[src/rtl/uvr_pkg.sv]
`default_nettype none

package uvr_pkg;

  // One input beat: a screen-space direction and a rotation.
  typedef struct packed {
    logic signed [15:0] vec_x;
    logic signed [15:0] vec_y;
    logic signed [15:0] rotate_angle;
  } vec_in_t;

  // One output beat: the unit vector (cos, -sin) at the new angle.
  typedef struct packed {
    logic signed [15:0] rot_x;
    logic signed [15:0] rot_y;
  } vec_out_t;

  // Datapath widths of the two CORDIC pipelines.
  localparam int VEC_W = 27;
  localparam int ROT_W = 33;

  // Arctangent table length, full turn in 1/64 degree, and CORDIC gain in Q30.
  localparam int ATAN_COUNT = 24;
  localparam int TURN_64THS = 23040;
  localparam int GAIN_Q30   = 652032874;

  // State of one item inside the vectoring pipeline.
  typedef struct packed {
    logic signed [VEC_W-1:0] x;
    logic signed [VEC_W-1:0] y;
    logic [31:0]             z;
    logic                    zero;
    logic signed [15:0]      rot;
  } vec_state_t;

  // State of one item inside the rotation pipeline.
  typedef struct packed {
    logic signed [ROT_W-1:0] x;
    logic signed [ROT_W-1:0] y;
    logic signed [31:0]      r;
    logic                    flip;
  } rot_state_t;

  // Arctangent of 2^-idx in turn units (one turn is 2^32).
  function automatic logic [31:0] atan_turn(input int idx);
    logic [31:0] a;
    case (idx)
      0:       a = 32'd536870912;
      1:       a = 32'd316933406;
      2:       a = 32'd167458907;
      3:       a = 32'd85004756;
      4:       a = 32'd42667331;
      5:       a = 32'd21354465;
      6:       a = 32'd10679838;
      7:       a = 32'd5340245;
      8:       a = 32'd2670163;
      9:       a = 32'd1335087;
      10:      a = 32'd667544;
      11:      a = 32'd333772;
      12:      a = 32'd166886;
      13:      a = 32'd83443;
      14:      a = 32'd41722;
      15:      a = 32'd20861;
      16:      a = 32'd10430;
      17:      a = 32'd5215;
      18:      a = 32'd2608;
      19:      a = 32'd1304;
      20:      a = 32'd652;
      21:      a = 32'd326;
      22:      a = 32'd163;
      23:      a = 32'd81;
      default: a = 32'd0;
    endcase
    return a;
  endfunction

endpackage

`default_nettype wire

[src/rtl/uvr_vec_pipe.sv]
`default_nettype none

module uvr_vec_pipe #(
  parameter int STEPS = 16
) (
  input  wire                      clk,
  input  wire                      rst,
  input  wire                      in_valid,
  output logic                     in_ready,
  input  wire uvr_pkg::vec_state_t in_data,
  output logic                     out_valid,
  input  wire                      out_ready,
  output uvr_pkg::vec_state_t      out_data
);
  import uvr_pkg::*;

  vec_state_t       st [STEPS];
  vec_state_t       st_next [STEPS];
  logic [STEPS-1:0] vld;
  logic [STEPS:0]   adv;

  // A stage moves when it is empty or the stage after it moves.
  assign adv[STEPS] = out_ready;
  for (genvar k = 0; k < STEPS; k++) begin : g_adv
    assign adv[k] = !vld[k] || adv[k+1];
  end
  assign in_ready = adv[0];

  // One vectoring micro-rotation per stage: drive y toward zero.
  always_comb begin
    vec_state_t              src;
    logic signed [VEC_W-1:0] dx;
    logic signed [VEC_W-1:0] dy;
    for (int k = 0; k < STEPS; k++) begin
      src = (k == 0) ? in_data : st[(k == 0) ? 0 : k-1];
      dx = src.y >>> k;
      dy = src.x >>> k;
      st_next[k] = src;
      if (!src.y[VEC_W-1]) begin
        st_next[k].x = src.x + dx;
        st_next[k].y = src.y - dy;
        st_next[k].z = src.z + atan_turn(k);
      end else begin
        st_next[k].x = src.x - dx;
        st_next[k].y = src.y + dy;
        st_next[k].z = src.z - atan_turn(k);
      end
    end
  end

  // Stage registers with their valid bits.
  always_ff @(posedge clk) begin
    for (int k = 0; k < STEPS; k++) begin
      if (adv[k]) begin
        st[k] <= st_next[k];
      end
    end
    if (rst) begin
      vld <= '0;
    end else begin
      for (int k = 0; k < STEPS; k++) begin
        if (adv[k]) begin
          vld[k] <= (k == 0) ? in_valid : vld[(k == 0) ? 0 : k-1];
        end
      end
    end
  end

  assign out_valid = vld[STEPS-1];
  assign out_data  = st[STEPS-1];

endmodule

`default_nettype wire

[config.mk]
export PLATFORM = sky130hd
export DESIGN_NAME = uvr_vec_pipe
export DESIGN_NICKNAME = d
export VERILOG_FILES = /design/src/rtl/uvr_pkg.sv /design/src/rtl/uvr_vec_pipe.sv
export SDC_FILE = /design/constraint.sdc
export NUM_CORES = 2
export LEC_CHECK = 0
export BUFFER_PORTS_ARGS = -buffer_cell sky130_fd_sc_hd__buf_2
export CORE_UTILIZATION = 65
export CTS_CLUSTER_DIAMETER = 80
export DETAILED_ROUTE_END_ITERATION = 7
export GPL_ROUTABILITY_DRIVEN = 0
export HOLD_SLACK_MARGIN = 0.03
export PLACE_DENSITY_LB_ADDON = 0.25
export SETUP_SLACK_MARGIN = 0.5
export SYNTH_ARGS = -nofsm -noshare
export SYNTH_HDL_FRONTEND = slang
export SYNTH_SLANG_ARGS = --single-unit
[constraint.sdc]
create_clock -name clk -period 26.1 [get_ports clk]
set_input_delay 1.305 -clock clk [delete_from_list [all_inputs] [get_ports clk]]
set_output_delay 1.305 -clock clk [all_outputs]
set_load 0.02 [all_outputs]
==> qor.yml <==
avgSynthCellArea_um2: 10.0
r2r_slack_ns: 19.86
rsz0062_at_grt: "false"
grt_pass1_vias: 95200
area_delta_synth_final_pct: 7.67
max_freq_mhz: 132
cts_hold_buffers: 0
clock_latency_ns: 0.86
crit_fanout: 57
syn_inst: 12500
utilization: 0.705
rr_startpoint: "vld[15]"
ys_top_cells_by_area: "edfxtp_1 (40%), ha_1 (14%), xnor2_1 (7.8%), a21oi_1 (4.7%), xor2_1 (3.7%)"
synth-simple-area-share: 0.132
io_buffer_count: 211
setup_viol: 0
clock-sinks: 1663
synth.top_cell.area_share: 0.397
grt-ovfl-total: 0
gr-usage-met3: 0.0439
ios: 212
synth_common_cells: "edfxtp_1 (1,647), ha_1 (1,387), nor2_1 (1,210)"
min_path_type: "register to register"
cts_buffer_depth: 3
worst_setup_path_start_kind: "primary input"
r2r_end: "st[0][56]"
synth-edff-count: 1647
holdWs_ns: 0.392
grt_max_degree: 86
synth_xor_xnor_area_share: 0.115
busiest_layer: "met2"
core_um2: 190000
synth_cell_type_count: 93
path_clk_slew_ns: 0.07
fin_tns_setup_ns: 0
drc: 0
layout.nets: 14200
cts_resized: 0
ant_nets: 0
synth_ff_type: "edfxtp_1"
async_reset_ff_frac: 0
synth_top_family_by_area: "compound AO/OA/AOI/OAI gates"
tightest_slew_ns: 1.23
synth-compound-area-share: 0.173
grt_pass1_wl_um: 480000
slew_headroom: 0.158
ys_seq_elements: 1663
fin_skew_ns: 0.0573
post_drt_wl_per_cell_um: 19.8
slew_viol_final: 0
antenna_found_initial: 13
initial_core_util: 0.655
dr.pass1.iters: 7
yosysTopAreaCell: "edfxtp_1"
grtUsageMet2: 0.539
clockRootBuffer: "clkbuf_16"
startpoint: "out_ready"
drtIter0Drc: 8079
ys_warn_count: 0
synthMuxAreaShare: 0.00510
via_per_inst: 6.35
crit_path_end: "in_ready"
finalCritPeriodShare: 0.291
track_usage: 0.304
cts_buffers: 180
slowest_stage: "nor2_1"
grt_use_met1: 0.353
dp_hpwl_um: 230000
maxCapViolations: 0
yosysSeqAreaShare: 0.399
die_h_um: 440
synthAdderAreaFrac: 0.147
synthMostInstantiatedCell: "edfxtp_1"
via_count: 97200
critical_path.cell_chain: "buf_2 > nor2b_1 > inv_4 > nor2_1 > and2_1 > and3_1 > and3_1 > nand3_4 > nor2_1 > nand4_1 > buf_4 > buf_2"
rows: 160
dieArea_um2: 194000
finalHoldViolCount: 0
drt_wl_total_um: 303000
htreeDepth: 4
die_w_um: 440
crit_type: "primary input to output port"
r2r_cells: 12
period_minus_slack_ns: 7.60
outcome: "complete, no violations"
synth_fp_nets: 14000
drive_gt1_frac: 0.0522
synth_area_um2: 125000
worstPathRequired_ns: 24.79
max_stage_delay_ns: 0.91
cp-end-kind: "output port"
arrival_ns: 6.30
cts_setup_buffers: 0
cts_tree: "built"
[cell type report]
type | instances | area (µm²)
Tap cell | 2511 | 3140
Inverter | 597 | 2260
Fill cell | 13400 | 56100
Clock inverter | 136 | 1680
Timing Repair Buffer | 257 | 1400
Clock buffer | 200 | 4600
Multi-Input combinational cell | 9943 | 71400
Antenna cell | 10 | 25.0
Sequential cell | 1663 | 49800
[state kept, by name, summed over array words and instances (netlist names)]
| register | cells |
|---|---|
| st | 1647 |
| vld | 16 |
[routing by layer]
metal  vias to the layer above  share of wire
met1                     46000           0.39
met2                      3765           0.49
li1                      46400              -
met3                      1030          0.061
met4                         6          0.058
met5                         -        0.00014
[worst min-delay path by stage]
stage,to,cells past startpoint,from,slack [ns]
floorplan,st[0][103],0,st[0][0],0.40
global placement,st[1][214],0,st[1][111],0.40
detailed placement,st[0][106],0,st[0][3],0.40
CTS,st[0][214],0,st[0][111],0.39
global route,st[0][213],0,st[0][110],0.41
finish,st[0][214],0,st[0][111],0.39
[logic make-up after synthesis]
| kind of cell | count (synthesis) |
|---|---|
| and+or+nand+nor | 3419 |
| buffers and inverters | 859 |
| xor gates and xnor gates | 1631 |
| adders and majority gates | 1436 |
| AOI/OAI and AO/OA | 3397 |
| DFF | 1663 |
| muxes | 60 |
[worst max-delay path: cells and delay by family]
kind / cells / cell delay [ns]
simple gates: 8 / 4.02
buf+inv: 4 / 0.92
[metrics by stage]
stage | worst slack, ns | std cells | instance area (µm²)
2_1_floorplan | 14.02 | 12500 | 125000
3_3_place_gp | 18.71 | 15000 | 128000
3_5_place_dp | 18.56 | 15000 | 128000
4_1_cts | 18.39 | 15300 | 134000
5_1_grt | 18.19 | 15300 | 134000
6_report | 18.50 | 15300 | 134000
[placed cells by master, fill, tap and decap left out, drive strengths merged, types with 92 or more instances in the layout]
master  netlist  layout
edfxtp     1647    1647
ha         1387    1387
nor2       1210    1210
a21oi      1173    1173
xnor2      1111    1111
inv         592     608
nand2       604     604
o21ai       576     576
xor2        520     520
a21o        518     518
nor3        378     378
buf         132     257
nand3       218     218
clkbuf      130     200
o21a        181     181
nor2b       176     176
nand2b      164     164
o21bai      157     157
and3        134     134
a31oi       127     127
a211oi      104     104
or3          95      95
clkinv        5      92
Power is not shown: default switching activity piles up to over one toggle a cycle in this logic, so the estimate is an artifact.
